--- src/rtl/lsu_pkg.sv ---
// ----------------------------------------------------------------------------
// lsu_pkg
// Shared widths, mode codes and stage types of the limited slope unit.
// ----------------------------------------------------------------------------
`default_nettype none

package lsu_pkg;

    localparam int DATA_WIDTH = 32;
    localparam int FRAC_BITS  = 16;
    localparam int DIFF_WIDTH = DATA_WIDTH + 1;
    localparam int MAG_WIDTH  = DATA_WIDTH;
    localparam int PROD_WIDTH = 2 * MAG_WIDTH;
    localparam int HALF_WIDTH = MAG_WIDTH / 2;
    localparam int SUM_WIDTH  = MAG_WIDTH + 1;
    localparam int DIV_STEPS  = PROD_WIDTH;
    localparam int STEPS_PER_STAGE = 4;
    localparam int DIV_STAGES = DIV_STEPS / STEPS_PER_STAGE;

    localparam logic [1:0] MODE_ZERO = 2'd0;
    localparam logic [1:0] MODE_VL   = 2'd1;
    localparam logic [1:0] MODE_MC   = 2'd2;
    localparam logic [1:0] MODE_RESET = MODE_MC;

    typedef struct packed {
        logic [DATA_WIDTH-1:0] value_left;
        logic [DATA_WIDTH-1:0] value_center;
        logic [DATA_WIDTH-1:0] value_right;
        logic [DATA_WIDTH-1:0] scale_minus;
        logic [DATA_WIDTH-1:0] scale_plus;
        logic [DATA_WIDTH-1:0] scale_central;
    } lsu_in_t;

    typedef struct packed {
        logic [DATA_WIDTH-1:0] half_slope;
        logic                  saturated;
    } lsu_out_t;

    // signed scaled difference held as sign and magnitude
    typedef struct packed {
        logic                 neg;
        logic [MAG_WIDTH-1:0] mag;
    } lsu_sm_t;

endpackage

`default_nettype wire

--- src/rtl/lsu_div_stage.sv ---
// ----------------------------------------------------------------------------
// lsu_div_stage
// Four restoring division steps of the van Leer quotient, one register deep.
// ----------------------------------------------------------------------------
`default_nettype none

module lsu_div_stage
    import lsu_pkg::*;
(
    input  wire logic                  clk,
    input  wire logic                  en,
    input  wire logic [PROD_WIDTH-1:0] num_in,
    input  wire logic [SUM_WIDTH-1:0]  rem_in,
    input  wire logic [SUM_WIDTH-1:0]  den_in,
    input  wire logic [PROD_WIDTH-1:0] quo_in,
    output logic      [PROD_WIDTH-1:0] num_out,
    output logic      [SUM_WIDTH-1:0]  rem_out,
    output logic      [SUM_WIDTH-1:0]  den_out,
    output logic      [PROD_WIDTH-1:0] quo_out
);

    logic [PROD_WIDTH-1:0] num_next;
    logic [SUM_WIDTH-1:0]  rem_next;
    logic [PROD_WIDTH-1:0] quo_next;
    logic [SUM_WIDTH:0]    trial;

    always_comb
    begin
        num_next = num_in;
        rem_next = rem_in;
        quo_next = quo_in;
        trial    = '0;
        for (int i = 0; i < STEPS_PER_STAGE; i++)
        begin
            trial    = {rem_next, num_next[PROD_WIDTH-1]};
            num_next = {num_next[PROD_WIDTH-2:0], 1'b0};
            if (trial >= {1'b0, den_in})
            begin
                trial    = trial - {1'b0, den_in};
                quo_next = {quo_next[PROD_WIDTH-2:0], 1'b1};
            end
            else
            begin
                quo_next = {quo_next[PROD_WIDTH-2:0], 1'b0};
            end
            rem_next = trial[SUM_WIDTH-1:0];
        end
    end

    always_ff @(posedge clk)
    begin
        if (en)
        begin
            num_out <= num_next;
            rem_out <= rem_next;
            den_out <= den_in;
            quo_out <= quo_next;
        end
    end

endmodule

`default_nettype wire
--- config.mk ---
export PLATFORM = sky130hd
export DESIGN_NAME = lsu_div_stage
export DESIGN_NICKNAME = d
export VERILOG_FILES = /design/src/rtl/lsu_pkg.sv /design/src/rtl/lsu_div_stage.sv
export SDC_FILE = /design/constraint.sdc
export NUM_CORES = 1
export LEC_CHECK = 0
export BUFFER_PORTS_ARGS = -buffer_cell sky130_fd_sc_hd__buf_2
export CAP_MARGIN = 20
export CORE_MARGIN = 2
export CORE_UTILIZATION = 49
export CTS_CLUSTER_DIAMETER = 150
export CTS_CLUSTER_SIZE = 8
export DETAILED_ROUTE_END_ITERATION = 6
export PLACE_DENSITY = 0.86
export SYNTH_ARGS = -nofsm -noshare
export SYNTH_HDL_FRONTEND = slang
export SYNTH_SLANG_ARGS = --single-unit
--- constraint.sdc ---
create_clock -name clk -period 12.7 [get_ports clk]
set_input_delay 1.27 -clock clk [delete_from_list [all_inputs] [get_ports clk]]
set_output_delay 1.27 -clock clk [all_outputs]
set_load 0.01 [all_outputs]
==> results.yml, run 1 <==
run_status:
  status: "completed"
yosys:
  synthFlopType: "edfxtp_1"
  ys_seq_elements: 190
  synth_edf_count: 190
  yosysMostFrequentCell: "edfxtp_1"
  seq_area_frac_synth: 0.3975
  yosys_warnings: 0
  synth_cells: 1455
  syn_area_um2: 14360
  ys_types: 80
  synth_common_cells: "edfxtp_1 (190), a21oi_1 (135), ha_1 (132)"
  synth.top_cell.area_share: 0.3975
  avgSynthCellArea_um2: 9.866
  yosys.area.top_type: "edfxtp_1"
  synthArstFlopShare: 0
  synthTopCellsByArea: "edfxtp_1 (40%), ha_1 (12%), a21oi_1 (4.7%)"
clock_network:
  cts_sinks: 190
  htree_levels: 4
  cts_hold_buf: 0
  cts-buffers-inserted: 17
  cts_tree: "yes"
  clk_pin_slew_ns: 0.08
  root_buffer: "clkbuf_16"
  cts_buffer_depth: 2
die:
  die_area_um2: 30680
  die_y_um: 175.2
  core_um2: 28780
  start_util: 0.4988
  fp-row-count: 62
  ios: 390
  dieWidth_um: 175.2
placement:
  numPlacedInstances: 2582
  gp_congestion: 0.9705
  hpwl_um: 40220
  port_buffers: 381
critical_path:
  cp-start-kind: "primary input"
  end_kind: "register"
  slowest_delay_ns: 0.48
  endpoint: "rem_out[18]"
  crit_fanout: 10
  path_class: "in2reg"
  cp.arrival_ns: 12.54
  critPathSlowestCell: "o31ai_1"
  crit_path_start: "num_in[63]"
  cp.required_ns: 13.00
layout:
  fillers: 2117
  layout.nets: 2551
  syn2layout_area_growth_pct: 41.70
  final_cells: 2616
  antenna_cells: 0
  drive_gt1_frac: 0.3893
  final_core_util: 0.7068
sta:
  layout_min_cycle_time_ns: 12.24
  hold_slack_ns: 0.9965
  fmax_ghz: 0.08167
  worst_pin_slew_ns: 0.8373
  drv_slew: 0
  setup_viol: 0
  relSlewSlack: 0.4418
  finalHoldViolations: 0
  period_share: 0.9641
global_routing:
  grt_pass1_wl_um: 75550
  overflow: 0
  grt_pass1_vias: 14510
  grt_max_degree: 104
  antenna_found_initial: 0
  grt.total_usage: 0.3121
route:
  vias: 15000
  routedWlPerCell_um: 18.92
  drc_errors: 0
  drtAntennaViolNets: 0
  drt_iter0_drc: 1459
  avgViaCountPerCell: 5.733
  routed_wl_um: 49510
  first_pass_iters: 6
pwr:
  ir_drop_mv: 0.1574
  p_leak_nw: 9.634
  power_w: 0.006074
  power_density_nw_per_um2: 298.6
flow_run:
  drv_cap: 0
worst_hold_path:
  holdCritPathClass: "in2reg"
## area by class of cell
class                           count  area (um2)  share of cell area
Clock inverter                     15       178.9            0.008796
Multi-Input combinational cell   1142        8237              0.4049
Inverter                           92       347.8             0.01710
Tap cell                          384       480.5             0.02362
Timing Repair Buffer              776        4966              0.2441
Clock buffer                       17       425.4             0.02091
Sequential cell                   190        5705              0.2805
## through the flow
stage	setup TNS (ns)	worst slack [ns]	area (um2)
finish	0	0.4559	20340
global route	-0.0002514	-0.0002514	20340
CTS	0	0.03627	20230
detailed placement	-18.13	-0.5881	19610
global placement	-9.157	-0.3204	19610
floorplan	0	0.08129	14370
## worst min path at each step
stage                    start           to  slack, ns  cells past startpoint
finish              quo_in[38]  quo_out[42]        1.0                      1
global route        quo_in[52]  quo_out[56]       0.98                      1
CTS                 quo_in[38]  quo_out[42]       0.98                      1
detailed placement  num_in[27]  num_out[31]       1.45                      1
floorplan            den_in[0]   den_out[0]       1.37                      0
global placement    quo_in[22]  quo_out[26]       1.45                      1
## state kept, by name (all words and copies together) (netlist names)
| signal | cells |
|---|---|
| quo_out | 64 |
| num_out | 60 |
| rem_out | 33 |
| den_out | 33 |
## per-layer routing
metal / wire (um) / up-vias / global-route usage / part of all wire
met5: 0 / - / 0 / 0
met2: 23880 / 791 / 0.5361 / 0.48
met4: 1671 / 0 / 0.1177 / 0.034
met3: 3819 / 115 / 0.04656 / 0.077
met1: 20140 / 7076 / 0.3974 / 0.41
li1: - / 7015 / - / -
## cells by family after synthesis
logic type	share of synthesized area
XOR/XNOR	0.06833
multiplexers	0.02981
AO/OA/AOI/OAI	0.2179
adder cells (fa/ha/maj)	0.1206
AND/OR/NAND/NOR	0.1299
flip-flops	0.3975
other	0.0002612
buffers and inverters	0.03574
## power by group
part           switching (W)  internal [W]
clock               0.000275      0.000269
sequential         0.0000227      0.000917
combinational        0.00241       0.00218
total                0.00271       0.00337
## what timing repair did
item,in CTS,in global routing
setup endpoints to repair,33,34
gates cloned,0,0
setup buffers,0,1
pin swaps,0,5
gates resized for setup,2,21
## critical path: cells and delay by family
family,cells,cell delay [ns]
fa+ha+maj,5,1.75
mux,1,0.22
simple gates,9,1.36
compound gates,29,6.81
buf+inv,9,1.10
## layout by cell type, fill, tap and decap left out, drive strengths merged, types with 6 or more instances in the layout
cell / Yosys / layout
a211o: 10 / 10
a211oi: 16 / 16
a21boi: 6 / 6
a21o: 51 / 51
a21oi: 136 / 136
a221o: 12 / 12
a221oi: 8 / 8
a31oi: 10 / 10
and2: 19 / 19
and3: 14 / 14
buf: 15 / 775
clkbuf: 19 / 18
clkinv: 0 / 6
edfxtp: 190 / 190
ha: 132 / 132
inv: 92 / 101
mux2: 19 / 19
mux2i: 21 / 21
nand2: 108 / 108
nand2b: 24 / 24
nand3: 25 / 25
nand4: 13 / 13
nor2: 103 / 103
nor2b: 13 / 13
nor3: 24 / 24
nor4: 12 / 12
o211ai: 11 / 11
o21a: 18 / 18
o21ai: 94 / 94
o21bai: 18 / 18
o221ai: 20 / 20
o31ai: 8 / 8
or2: 10 / 10
or3: 8 / 8
xnor2: 64 / 64
xor2: 48 / 48
No activity file was read; power rests on OpenSTA's default activity.
==> inputs of run 2 (changes only) <==
- CORE_ASPECT_RATIO: unset -> 1.75
==> run 2 against run 1 <==
Effect of this change:
- die area increased by 0.18%
- hold slack improved by 0.0054 ns
- sequential cell count unchanged
- cell area increased by 4.7%
- via count increased by 5.0%
- wire length increased by 14%
- clock power decreased by 1%
- first-iteration DRC count decreased by 32%
- largest cell class unchanged
- highest routed layer unchanged
==> results.yml, run 2 (same netlist as run 1, synthesis figures left out) <==
run_status:
  status: "completed"
sta:
  finalHoldViolations: 0
  worst_pin_slew_ns: 1.007
  relSlewSlack: 0.3287
  setup_viol: 0
  fmax_ghz: 0.08037
  tns_ns: 0
  fin_ws_ns: 0.2571
  period_share: 0.9798
  layout_min_cycle_time_ns: 12.44
  drv_slew: 0
placement:
  hpwl_um: 45130
  dpl-instance-area_um2: 20390
  gp_congestion: 1.010
  pre_cts_ws_ns: -0.8463
  numPlacedInstances: 2679
  port_buffers: 381
global_routing:
  grt_pass1_wl_um: 81340
  grt.total_usage: 0.3453
  overflow: 0
  grt_max_degree: 111
  antenna_found_initial: 3
  grt_pass1_vias: 15470
worst_hold_path:
  holdCritPathClass: "in2reg"
clock_network:
  cts_sinks: 190
  root_buffer: "clkbuf_16"
  clk_pin_slew_ns: 0.09
  cts_buffer_depth: 2
  cts_tree: "yes"
  htree_levels: 4
  cts-buffers-inserted: 17
route:
  first_pass_iters: 5
  drtAntennaViolNets: 0
  drt_iter0_drc: 987
  avgViaCountPerCell: 5.784
  drc_errors: 0
  vias: 15750
  routedWlPerCell_um: 20.67
  routed_wl_um: 56260
layout:
  final_cell_mix: "buf_4 (495), buf_2 (380), edfxtp_1 (190)"
  largest_reg_flops: 64
  fin_area_um2: 21290
  syn2layout_area_growth_pct: 48.34
  reg_top3: "quo_out: 64 flops, num_out: 60 flops"
  drive_gt1_frac: 0.4291
  layout_commonest_cell: "buf_4"
  layout.nets: 2661
  largest-register: "quo_out"
  final_cells: 2722
pwr:
  ir_drop_mv: 0.2262
  power_w: 0.006420
  power_density_nw_per_um2: 301.5
  p_leak_nw: 10.19
critical_path:
  end_kind: "register"
  cp.arrival_ns: 12.62
  crit_fanout: 21
  slowest_delay_ns: 0.59
  critPathSlowestCell: "or4_4"
  cp-start-kind: "primary input"
  cp.required_ns: 12.88
  path_class: "in2reg"
  worst_path_most_repeated_cell: "buf_4"
flow_run:
  drv_cap: 0
die:
  start_util: 0.4997
  core_um2: 28730
  dieWidth_um: 133.4
  die_y_um: 230.4
  fp-row-count: 82
  ios: 390
  die_area_um2: 30740
run 2: path summary, 6_finish.rpt:
check	startpoint	to	slack (ns)	cells past startpoint
worst max-delay path	num_in[63]	rem_out[17]	0.26	56
worst min-delay path	num_in[29]	num_out[33]	1.00	1
run 2: per-layer routing:
layer  global-route usage  vias to the layer above  part of all wire
li1                     -                     7250                 -
met1               0.3712                     7374              0.35
met2               0.6277                      884              0.50
met3              0.05292                      237             0.074
met4               0.2148                        0             0.073
met5                    0                        -                 0
run 2: report_power, final:
group	switching [W]	internal [W]	leakage (nW)	total (W)
combinational	0.00256	0.00237	8.05	0.00493
clock	0.000260	0.000277	0.279	0.000537
sequential	0.0000342	0.000919	1.86	0.000953
total	0.00285	0.00357	10.2	0.00642
run 2: through the flow:
step,util,hold slack [ns]
floorplan,-,1.369
global placement,0.7098,1.446
detailed placement,0.7098,1.448
CTS,0.7308,0.9673
global route,0.7412,0.9805
finish,0.7412,1.002
run 2: layout make-up:
class / count / area (um2)
Antenna cell: 2 / 5.005
Clock buffer: 17 / 425.4
Clock inverter: 15 / 152.6
Fill cell: 2070 / 7433
Inverter: 92 / 350.3
Multi-Input combinational cell: 1142 / 8377
Sequential cell: 190 / 5705
Tap cell: 378 / 473.0
Timing Repair Buffer: 886 / 5806
run 2: what timing repair did:
item                       4_1_cts  5_1_grt
cloned                           0        1
hold buffers                     0        0
setup buffers                    0       10
pin swaps                        0       19
gates resized for setup          9       47
setup endpoints to repair       34       34
run 2: critical path: cells and delay by family:
kind            cells  cell delay, ns
compound gates     23            4.94
simple gates       13            2.84
buf+inv            15            1.95
fa+ha+maj           5            1.55
==> inputs of run 3 (changes only) <==
- SKIP_CTS_REPAIR_TIMING: unset -> 1
- clock period: 12.7 -> 11.3 ns (I/O delays scaled with it)
==> run 3 against run 2 <==
Effect of this change:
- count of clock-buffer cells in the layout unchanged
- the flow now finishes with violations (DRC, setup timing)
- total power increased by 29%
- sequential cell count did not move
- clock power rose by 21%
- highest routed layer is now met5
- largest power group unchanged
- core utilization is 4.7 points higher
- first-iteration DRC count grew 40%
- via count up 3.7%
- hold slack worse by 0.15 ns
- critical path type unchanged
- critical path depth increased by 2
==> results.yml, run 3 (same netlist as run 1, synthesis figures left out) <==
sta:
  relSlewSlack: 0.3242
  finalHoldViolations: 0
  tns_ns: -19.18
  worst_pin_slew_ns: 1.014
  fmax_ghz: 0.08367
  drv_slew: 0
  grt_setup_unrepaired: "true"
  fin_ws_ns: -0.6523
  setup_viol: 34
  period_share: 1.058
  layout_min_cycle_time_ns: 11.95
pwr:
  power_density_nw_per_um2: 364.9
  p_switching_w: 0.003697
  power_frac_comb: 0.790
  seqPwrFrac: 0.131
  p_leak_nw: 10.65
  power_w: 0.008264
  power_frac_clock: 0.079
  ir_drop_mv: 0.2549
  power.internal_w: 0.004566
  switching_share: 0.4474
route:
  drc_errors: 9
  vias: 16330
  drt_iter0_drc: 1381
  routed_wl_um: 60350
  routedWlPerCell_um: 21.75
  avgViaCountPerCell: 5.888
  drtAntennaViolNets: 0
  first_pass_iters: 7
clock_network:
  cts_sinks: 190
  cts_buffer_depth: 2
  root_buffer: "clkbuf_16"
  htree_levels: 4
  cts-buffers-inserted: 17
  clk_pin_slew_ns: 0.08
  cts_tree: "yes"
global_routing:
  overflow: 0
  grt_pass1_vias: 15840
  grt_max_degree: 110
  grt_pass1_wl_um: 81740
  antenna_found_initial: 5
  grt.total_usage: 0.3465
critical_path:
  endpoint: "rem_out[15]"
  crit_path_start: "num_in[63]"
  worst_path_most_repeated_cell: "buf_6"
  cp.required_ns: 11.62
  cp-start-kind: "primary input"
  critPathSlowestCell: "a2111oi_4"
  end_kind: "register"
  path_class: "in2reg"
  crit_fanout: 8
  slowest_delay_ns: 0.47
  cp.arrival_ns: 12.27
layout:
  final_cell_mix: "buf_4 (526), buf_2 (379), edfxtp_1 (190)"
  largest_reg_flops: 64
  final_cells: 2774
  drive_gt1_frac: 0.4726
  layout.nets: 2712
  layout_commonest_cell: "buf_4"
  syn2layout_area_growth_pct: 57.75
  largest-register: "quo_out"
  fin_area_um2: 22650
  reg_top3: "quo_out: 64 flops, num_out: 60 flops"
run_status:
  status: "finished, violations left"
  violations: "DRC, setup timing"
placement:
  gp_congestion: 1.010
  port_buffers: 381
  hpwl_um: 45400
  pre_cts_ws_ns: -1.214
  dpl-instance-area_um2: 20860
  numPlacedInstances: 2703
die:
  die_y_um: 230.4
  fp-row-count: 82
  ios: 390
  dieWidth_um: 133.4
  start_util: 0.4997
  die_area_um2: 30740
  core_um2: 28730
worst_hold_path:
  hold_depth: 1
  min_from: "num_in[35]"
  holdCritPathClass: "in2reg"
flow_run:
  drv_cap: 0
-- run 3: cell types whose count changed in the layout (fill, tap and decap cells not counted), sizes merged --
cell / delta
buf: +47
bufinv: +1
clkbuf: +3
clkinv: +4
clkinvlp: -3
diode: +1
inv: -1
-- run 3: final cells by class --
class | instances | area (um2)
inverters | 92 | 375.4
flip-flops and latches | 190 | 5705
repair buffers | 936 | 6347
well taps | 378 | 473.0
clock buffers | 17 | 425.4
multi-input cells | 1142 | 9084
clock inverters | 15 | 216.5
repair inverters | 1 | 11.26
diodes | 3 | 7.507
fillers | 1819 | 6082
-- run 3: metal layers --
layer	track usage	part of all wire	up-vias
met5	0	0.00018	-
met4	0.2357	0.086	2
met3	0.04216	0.078	320
met2	0.6368	0.50	1035
met1	0.3647	0.34	7639
li1	-	-	7337
-- run 3: power groups by stage --
stage,Sequential [W],Combinational (W),Clock [W]
after global routing,0.00109,0.00685,0.000682
final,0.00108,0.00653,0.000652
after global placement,0.00109,0.00525,0
after detailed placement,0.00109,0.00541,0
after CTS,0.00108,0.00548,0.000660
after floorplan,0.00114,0.00292,0
-- run 3: per-stage QoR --
stage	utilization	hold WS [ns]
2_1_floorplan	-	1.229
3_3_place_gp	0.7260	1.307
3_5_place_dp	0.7260	1.308
4_1_cts	0.7483	0.8381
5_1_grt	0.7882	0.8378
6_report	0.7883	0.8504
-- run 3: worst min path at each step --
stage / to
final: num_out[39]
after global routing: quo_out[5]
after CTS: quo_out[5]
after detailed placement: quo_out[9]
after global placement: quo_out[37]
after floorplan: den_out[0]
-- run 3: critical path: cells and delay by family --
family	cells	cell delay, ns
buf+inv	16	1.76
mux	3	0.68
simple gates	11	2.16
compound gates	23	5.19
fa+ha+maj	5	1.29
